==> src/rtl/core/rc4_pkg.sv <==
// ----------------------------------------------------------------------------
// rc4_pkg
// Shared types and constants of the rc4 stream cipher core: commands,
// controller states and the permutation memory request.
// ----------------------------------------------------------------------------
package rc4_pkg;

  localparam int unsigned ByteW     = 8;
  localparam int unsigned PermDepth = 256;
  localparam logic [ByteW-1:0] ByteMax = '1;

  typedef logic [ByteW-1:0] byte_t;

  typedef enum logic [1:0] {
    CMD_KEY_WRITE = 2'd0,
    CMD_SCHEDULE  = 2'd1,
    CMD_DATA      = 2'd2
  } rc4_cmd_e;

  typedef enum logic [3:0] {
    ST_IDLE,
    ST_KS_RD_N,
    ST_KS_RD_J,
    ST_KS_WR_N,
    ST_KS_WR_J,
    ST_GEN_RD_J,
    ST_GEN_WR_I,
    ST_GEN_WR_J
  } rc4_state_e;

  typedef struct packed {
    logic  clear;
    logic  re;
    byte_t raddr;
    logic  we;
    byte_t waddr;
    byte_t wdata;
  } perm_req_t;

endpackage

==> src/rtl/core/rc4_sbox.sv <==
// ----------------------------------------------------------------------------
// rc4_sbox
// Permutation memory, 256 x 8, one read and one write port, registered read.
// Per-entry valid bits make an unwritten entry read as its own index, so
// reset and the start of a key schedule restore the identity at once.
// ----------------------------------------------------------------------------
module rc4_sbox import rc4_pkg::*; (
  input  logic      clk_i,
  input  logic      rst_ni,
  input  perm_req_t req_i,
  output byte_t     rdata_o
);

  byte_t                mem [PermDepth];
  logic [PermDepth-1:0] valid_q;
  byte_t                rdata_q;
  byte_t                raddr_q;
  logic                 rvalid_q;

  always_ff @(posedge clk_i or negedge rst_ni) begin
    if (!rst_ni) begin
      valid_q <= '0;
    end else if (req_i.clear) begin
      valid_q <= '0;
    end else if (req_i.we) begin
      valid_q[req_i.waddr] <= 1'b1;
    end
  end

  always_ff @(posedge clk_i) begin
    if (req_i.we) begin
      mem[req_i.waddr] <= req_i.wdata;
    end
  end

  always_ff @(posedge clk_i) begin
    if (req_i.re) begin
      rdata_q  <= mem[req_i.raddr];
      raddr_q  <= req_i.raddr;
      rvalid_q <= valid_q[req_i.raddr];
    end
  end

  assign rdata_o = rvalid_q ? rdata_q : raddr_q;

endmodule

==> config.mk <==
export PLATFORM = sky130hd
export DESIGN_NAME = rc4_sbox
export DESIGN_NICKNAME = d
export VERILOG_FILES = /design/src/rtl/core/rc4_pkg.sv /design/src/rtl/core/rc4_sbox.sv
export SDC_FILE = /design/constraint.sdc
export NUM_CORES = 2
export LEC_CHECK = 0
export ABC_AREA = 1
export BUFFER_PORTS_ARGS = -buffer_cell sky130_fd_sc_hd__buf_2
export CORE_ASPECT_RATIO = 1.1
export CORE_MARGIN = 2
export CORE_UTILIZATION = 50
export DETAILED_ROUTE_END_ITERATION = 7
export PLACE_DENSITY = 0.72
export SLEW_MARGIN = 25
export SYNTH_ARGS = -nofsm -noshare
export SYNTH_HDL_FRONTEND = slang
export SYNTH_SLANG_ARGS = --single-unit
==> constraint.sdc <==
create_clock -name clk_i -period 2.2 [get_ports clk_i]
set_clock_uncertainty 0.2 [all_clocks]
set_input_delay 0.66 -clock clk_i [delete_from_list [all_inputs] [get_ports clk_i]]
set_output_delay 0.66 -clock clk_i [all_outputs]
set_load 0.02 [all_outputs]
Word level (Yosys, flattened, before mapping)
Memories as Yosys holds them, arrays and structs flattened. A register that Yosys moved wholly into a read port is not among the register bits.
Cells that the tools add are included.
{ "totals": {"reg_bits": 265, "ram_bits": 2048, "output_inout_bits": 8, "mem_count": 1} }
{ "mem_list": {"columns": ["name", "depth", "word_bits", "read_ports", "rd_ports_with_merged_regs", "write_ports", "line", "text"], "rows": [
  ["mem", 256, 8, 1, 1, 1, "rc4_sbox.sv:14", "byte_t mem [PermDepth];"]
]} }
{ "op_classes": {"order_cmp": 3, "n_mux": 9, "n_bitwise": 1, "n_reduce_logical": 2} }
{ "ops": {"columns": ["op", "count"], "rows": [
  ["$mux 256", 2],
  ["$or 256x256->256", 1],
  ["$lt 8x9->1 const B", 2],
  ["$bmux 1 s8", 1],
  ["$demux 1 s8", 1],
  ["$ge 8x1->1 const B", 1],
  ["$mux 8", 1],
  ["$mux 1", 4],
  ["$reduce_bool 2->1", 1],
  ["$logic_and 1x1->1", 1]
]} }

Logic depth before layout (Yosys ltp)
{ "depth": {"depth_word": 7, "mapped_depth": 15, "mapped_depth_nobuf": 11} }

Least setup slack after synthesis
No wires, ideal clock.
{ "synth_path": {"path_type": "input to register", "start": "input port req_i[16] (netlist bit)", "end": "memory mem[218][0] (netlist bit) (enable)", "arrival_ns": 1.846, "setup_slack_ns": -0.219, "cell_stages": 6, "path_buffers": 2, "cell_sequence": "clkinv_1 clkbuf_1 nor2_1 inv_1 clkbuf_1 nor2_1"} }
{ "synth_between": {"elab_chain_cells": 2} }
{ "synth_rtl": {"columns": ["element", "line", "text"], "rows": [
  ["start: declaration", "rc4_sbox.sv:10", "input perm_req_t req_i,"],
  ["$mux 1", "rc4_sbox.sv:31", "if (req_i.we) begin"],
  ["$mux 1 (not written as such)", "rc4_sbox.sv:32", "mem[req_i.waddr] <= req_i.wdata;"],
  ["end: declaration", "rc4_sbox.sv:14", null]
]} }
Every way passes these cells.

Final worst setup path
{ "layout_path": {"start": "register rvalid_q", "end": "output port rdata_o[4]"} }
{ "layout_between": {"elab_chain_cells": 1} }
{ "layout_rtl": {"columns": ["element", "line", "text"], "rows": [
  ["start: declaration", "rc4_sbox.sv:18", "logic rvalid_q;"],
  ["start signal: assignment", "rc4_sbox.sv:40", "rvalid_q <= valid_q[req_i.raddr];"],
  ["$mux 8", "rc4_sbox.sv:44", "assign rdata_o = rvalid_q ? rdata_q : raddr_q;"],
  ["end: declaration", "rc4_sbox.sv:11", "output byte_t rdata_o"]
]} }
Every way passes these cells.

==> impl_metrics.env <==
export IMPL_run_status="finished, violations left"
export IMPL_failing_checks="design-rule violations, negative setup slack"
export IMPL_maxCapViolCount=0
export IMPL_crit_path_max_fanout=7
export IMPL_grt_pass1_wl_mm=417
export IMPL_maximum_number_of_pins_on_one_net_before_global_route_repair=86
export IMPL_synth_top_cell_area_share_pct=65.4
export IMPL_data_required_time_at_the_worst_endpoint_ns=1.34
export IMPL_setup_viol=10
export IMPL_cpPeakStageDelay_ns=0.45
export IMPL_worst_slew_pin_slew_ns=0.696
export IMPL_synthCells=8411
export IMPL_floorplan_io_pins=37
export IMPL_drive_above_1_share_pct=16.1
export IMPL_cts_buffers_inserted=218
export IMPL_cts_tree="yes"
export IMPL_detail_route_antenna_nets=0
export IMPL_critPathCaptureType="output pin"
export IMPL_fin_nets=9096
export IMPL_clk_path_buf_depth=3
export IMPL_fmax_mhz=342
export IMPL_port_buffers=36
export IMPL_finalWorstSetupSlack_ns=-0.725
export IMPL_floorplan_die_height_um=461
export IMPL_final_period_utilization_pct=133
export IMPL_number_of_global_route_vias_before_repair=67600
export IMPL_die_area_sq_mm=0.193
export IMPL_timing_reg2reg_worst_path_depth=10
export IMPL_final_min_clock_period_ns=2.93
export IMPL_final_max_slew_viol_count=0
export IMPL_vdd_ir_drop_max_mv=0.823
export IMPL_fp_dieW_um=419
export IMPL_clkLatencyLatePin_ns=0.90
export IMPL_start_util_pct=50.3
export IMPL_postSynth_topFlopCell="edfxtp_1"
export IMPL_rsz0062_at_grt="yes"
export IMPL_synth_top_cells_by_count="nand2_1 (2356), nand3_1 (2268), edfxtp_1 (2065), nor2_1 (813), buf_2 (315)"
export IMPL_leakage_nw=42.6
export IMPL_overflow=0
export IMPL_grtUsageTotal_pct=28.8
export IMPL_place_gp_congestion=0.928
export IMPL_netlist_top_cell_by_area="edfxtp_1"
export IMPL_final_fill_count=14100
export IMPL_coreArea_sq_mm=0.188
export IMPL_timing_hold_worst_class="input pin to asynchronous set/reset pin"
export IMPL_syn_num_nets=8440
export IMPL_mean_cell_area_of_the_mapped_netlist_sq_um=11.3
export IMPL_synth_cell_types=18
export IMPL_std_cell_rows=167
export IMPL_criticalPathCategory="flip-flop to output pin"
export IMPL_synth_async_reset_ratio_pct=11.0
export IMPL_worst_setup_timing_slack_at_the_placement_stage_ns=-1.20
export IMPL_wl_per_cell_um=23.9
export IMPL_number_of_synthesized_flops_with_an_enable_pin=2065
export IMPL_synth_yosys_seq_area_share_pct=72.2
export IMPL_netlist_top_cells_area="edfxtp_1 (65%), nand3_1 (12%), nand2_1 (9.3%)"
export IMPL_worst_setup_path_start_kind="flip-flop"
export IMPL_drc=1
export IMPL_cts_htree_levels=4
export IMPL_finalInstanceArea_sq_mm=0.115
export IMPL_total_power_mw=93.3
export IMPL_synth_seq_cells=2321
export IMPL_cp_slowest_cell="edfxtp_1"
export IMPL_area_growth_syn_to_layout_pct=20.8
export IMPL_cp_arrival_ns=2.07
export IMPL_antenna_found_initial=5
export IMPL_power_density_mw_per_mm2=815
export IMPL_detail_route_vias_per_cell=5.89
export IMPL_clock_sink_count=2321
export IMPL_totalWireLength_mm=282
export IMPL_postPlaceCellArea_sq_mm=0.106
export IMPL_worst_path_cell_chain="buf_12 > mux2_4 > buf_6"
export IMPL_detailed_place_hpwl_mm=179
export IMPL_timing_max_slew_rel_slack_pct=53.6
export IMPL_dr_total_vias=69500
export IMPL_fin_util_pct=60.8
export IMPL_clkTransAtPathRegs_ns=0.07
export IMPL_drtIter0Drc=9788
export IMPL_root_buffer="clkbuf_16"
export IMPL_synth_yosys_warnings=0
export IMPL_fin_tns_setup_ns=-5.76
export IMPL_synth_cell_area_sq_mm=0.0948
export IMPL_yosys_cell_count_top_type="nand2_1"
export IMPL_first_pass_iters=8
export IMPL_final_hold_viol_count=0
[repair_timing]
item	CTS	global route
pin swaps	1	1
hold endpoints to repair	324	0
resized for setup	37	74
setup buffers	1	3
setup endpoints to repair	17	17
hold buffers	9	0
gates cloned	1	10
[cell usage in the layout (no fill, tap or decap), drive strengths merged]
master,n
clkinvlp,6
dfrtp,256
inv,76
bufbuf,1
nand2,2356
nand3,2268
dlygate4sd3,9
edfxtp,2065
nor3,3
nor2,813
buf,980
clkbuf,329
diode,5
mux2,8
bufinv,16
clkinv,72
o21ba,5
[cell type report]
class / instances / area, sq um / share of cell area (%)
diodes: 5 / 12.5 / 0.0109
clock buffers: 321 / 6220 / 5.43
clock inverters: 95 / 1000 / 0.877
inverters: 73 / 329 / 0.287
multi-input cells: 5453 / 24300 / 21.3
flip-flops and latches: 2321 / 68400 / 59.7
well taps: 2535 / 3170 / 2.77
repair buffers: 998 / 11000 / 9.60
repair inverters: 2 / 27.5 / 0.0240
[worst max-delay path, delay by kind of cell (launching register included)]
| family | cells | cell delay [ns] |
|---|---|---|
| flops | 1 | 0.45 |
| mux | 1 | 0.36 |
| buf+inv | 2 | 0.34 |
[path summary, 6_finish.rpt]
path	startpoint	end	slack, ns
worst max register to register	mem[145][0]$_DFFE_PP_	rdata_q[0]$_DFFE_PP_	0.07
worst min register to register	valid_q[223]$_DFFE_PN0P_	valid_q[223]$_DFFE_PN0P_	0.29
worst min-delay path	rst_ni	valid_q[103]$_DFFE_PN0P_	0.06
min in group clk_i	req_i[0]	mem[82][0]$_DFFE_PP_	0.06
worst max-delay path	rvalid_q$_DFFE_PP_	rdata_o[4]	-0.73
max in group asynchronous	rst_ni	valid_q[146]$_DFFE_PN0P_	0.99
[flip-flops by register name (all words and copies together), names as in the netlist]
name and count:
rdata_q 8, rvalid_q 1, valid_q 256, mem 2048, raddr_q 8
[cells by family after synthesis]
family | Yosys count | share of synthesized area (%)
buf+inv | 637 | 3.17
simple gates | 5440 | 24.5
compound gates | 5 | 0.0528
flops | 2321 | 72.2
mux | 8 | 0.0950
[per-layer routing]
| layer | track usage, % | vias up | part of all wire, % |
|---|---|---|---|
| li1 | - | 30700 | - |
| met1 | 38.0 | 33900 | 37 |
| met2 | 45.4 | 4233 | 47 |
| met3 | 5.43 | 748 | 11 |
| met4 | 15.5 | 6 | 5.7 |
| met5 | 0.304 | - | 0.037 |
[power by group]
part	total [mW]	internal, mW	switching, mW
combinational	7.20	2.37	4.83
sequential	48.1	48.1	0.0433
clock	38.0	21.5	16.5
[metrics by stage]
stage,hold slack [ns],cells
global route,0.0329,11800
floorplan,0.164,8411
detailed placement,0.284,11400
global placement,0.277,11400
finish,0.0588,11800
CTS,0.0144,11800
Power figures use the tool's default switching activity.
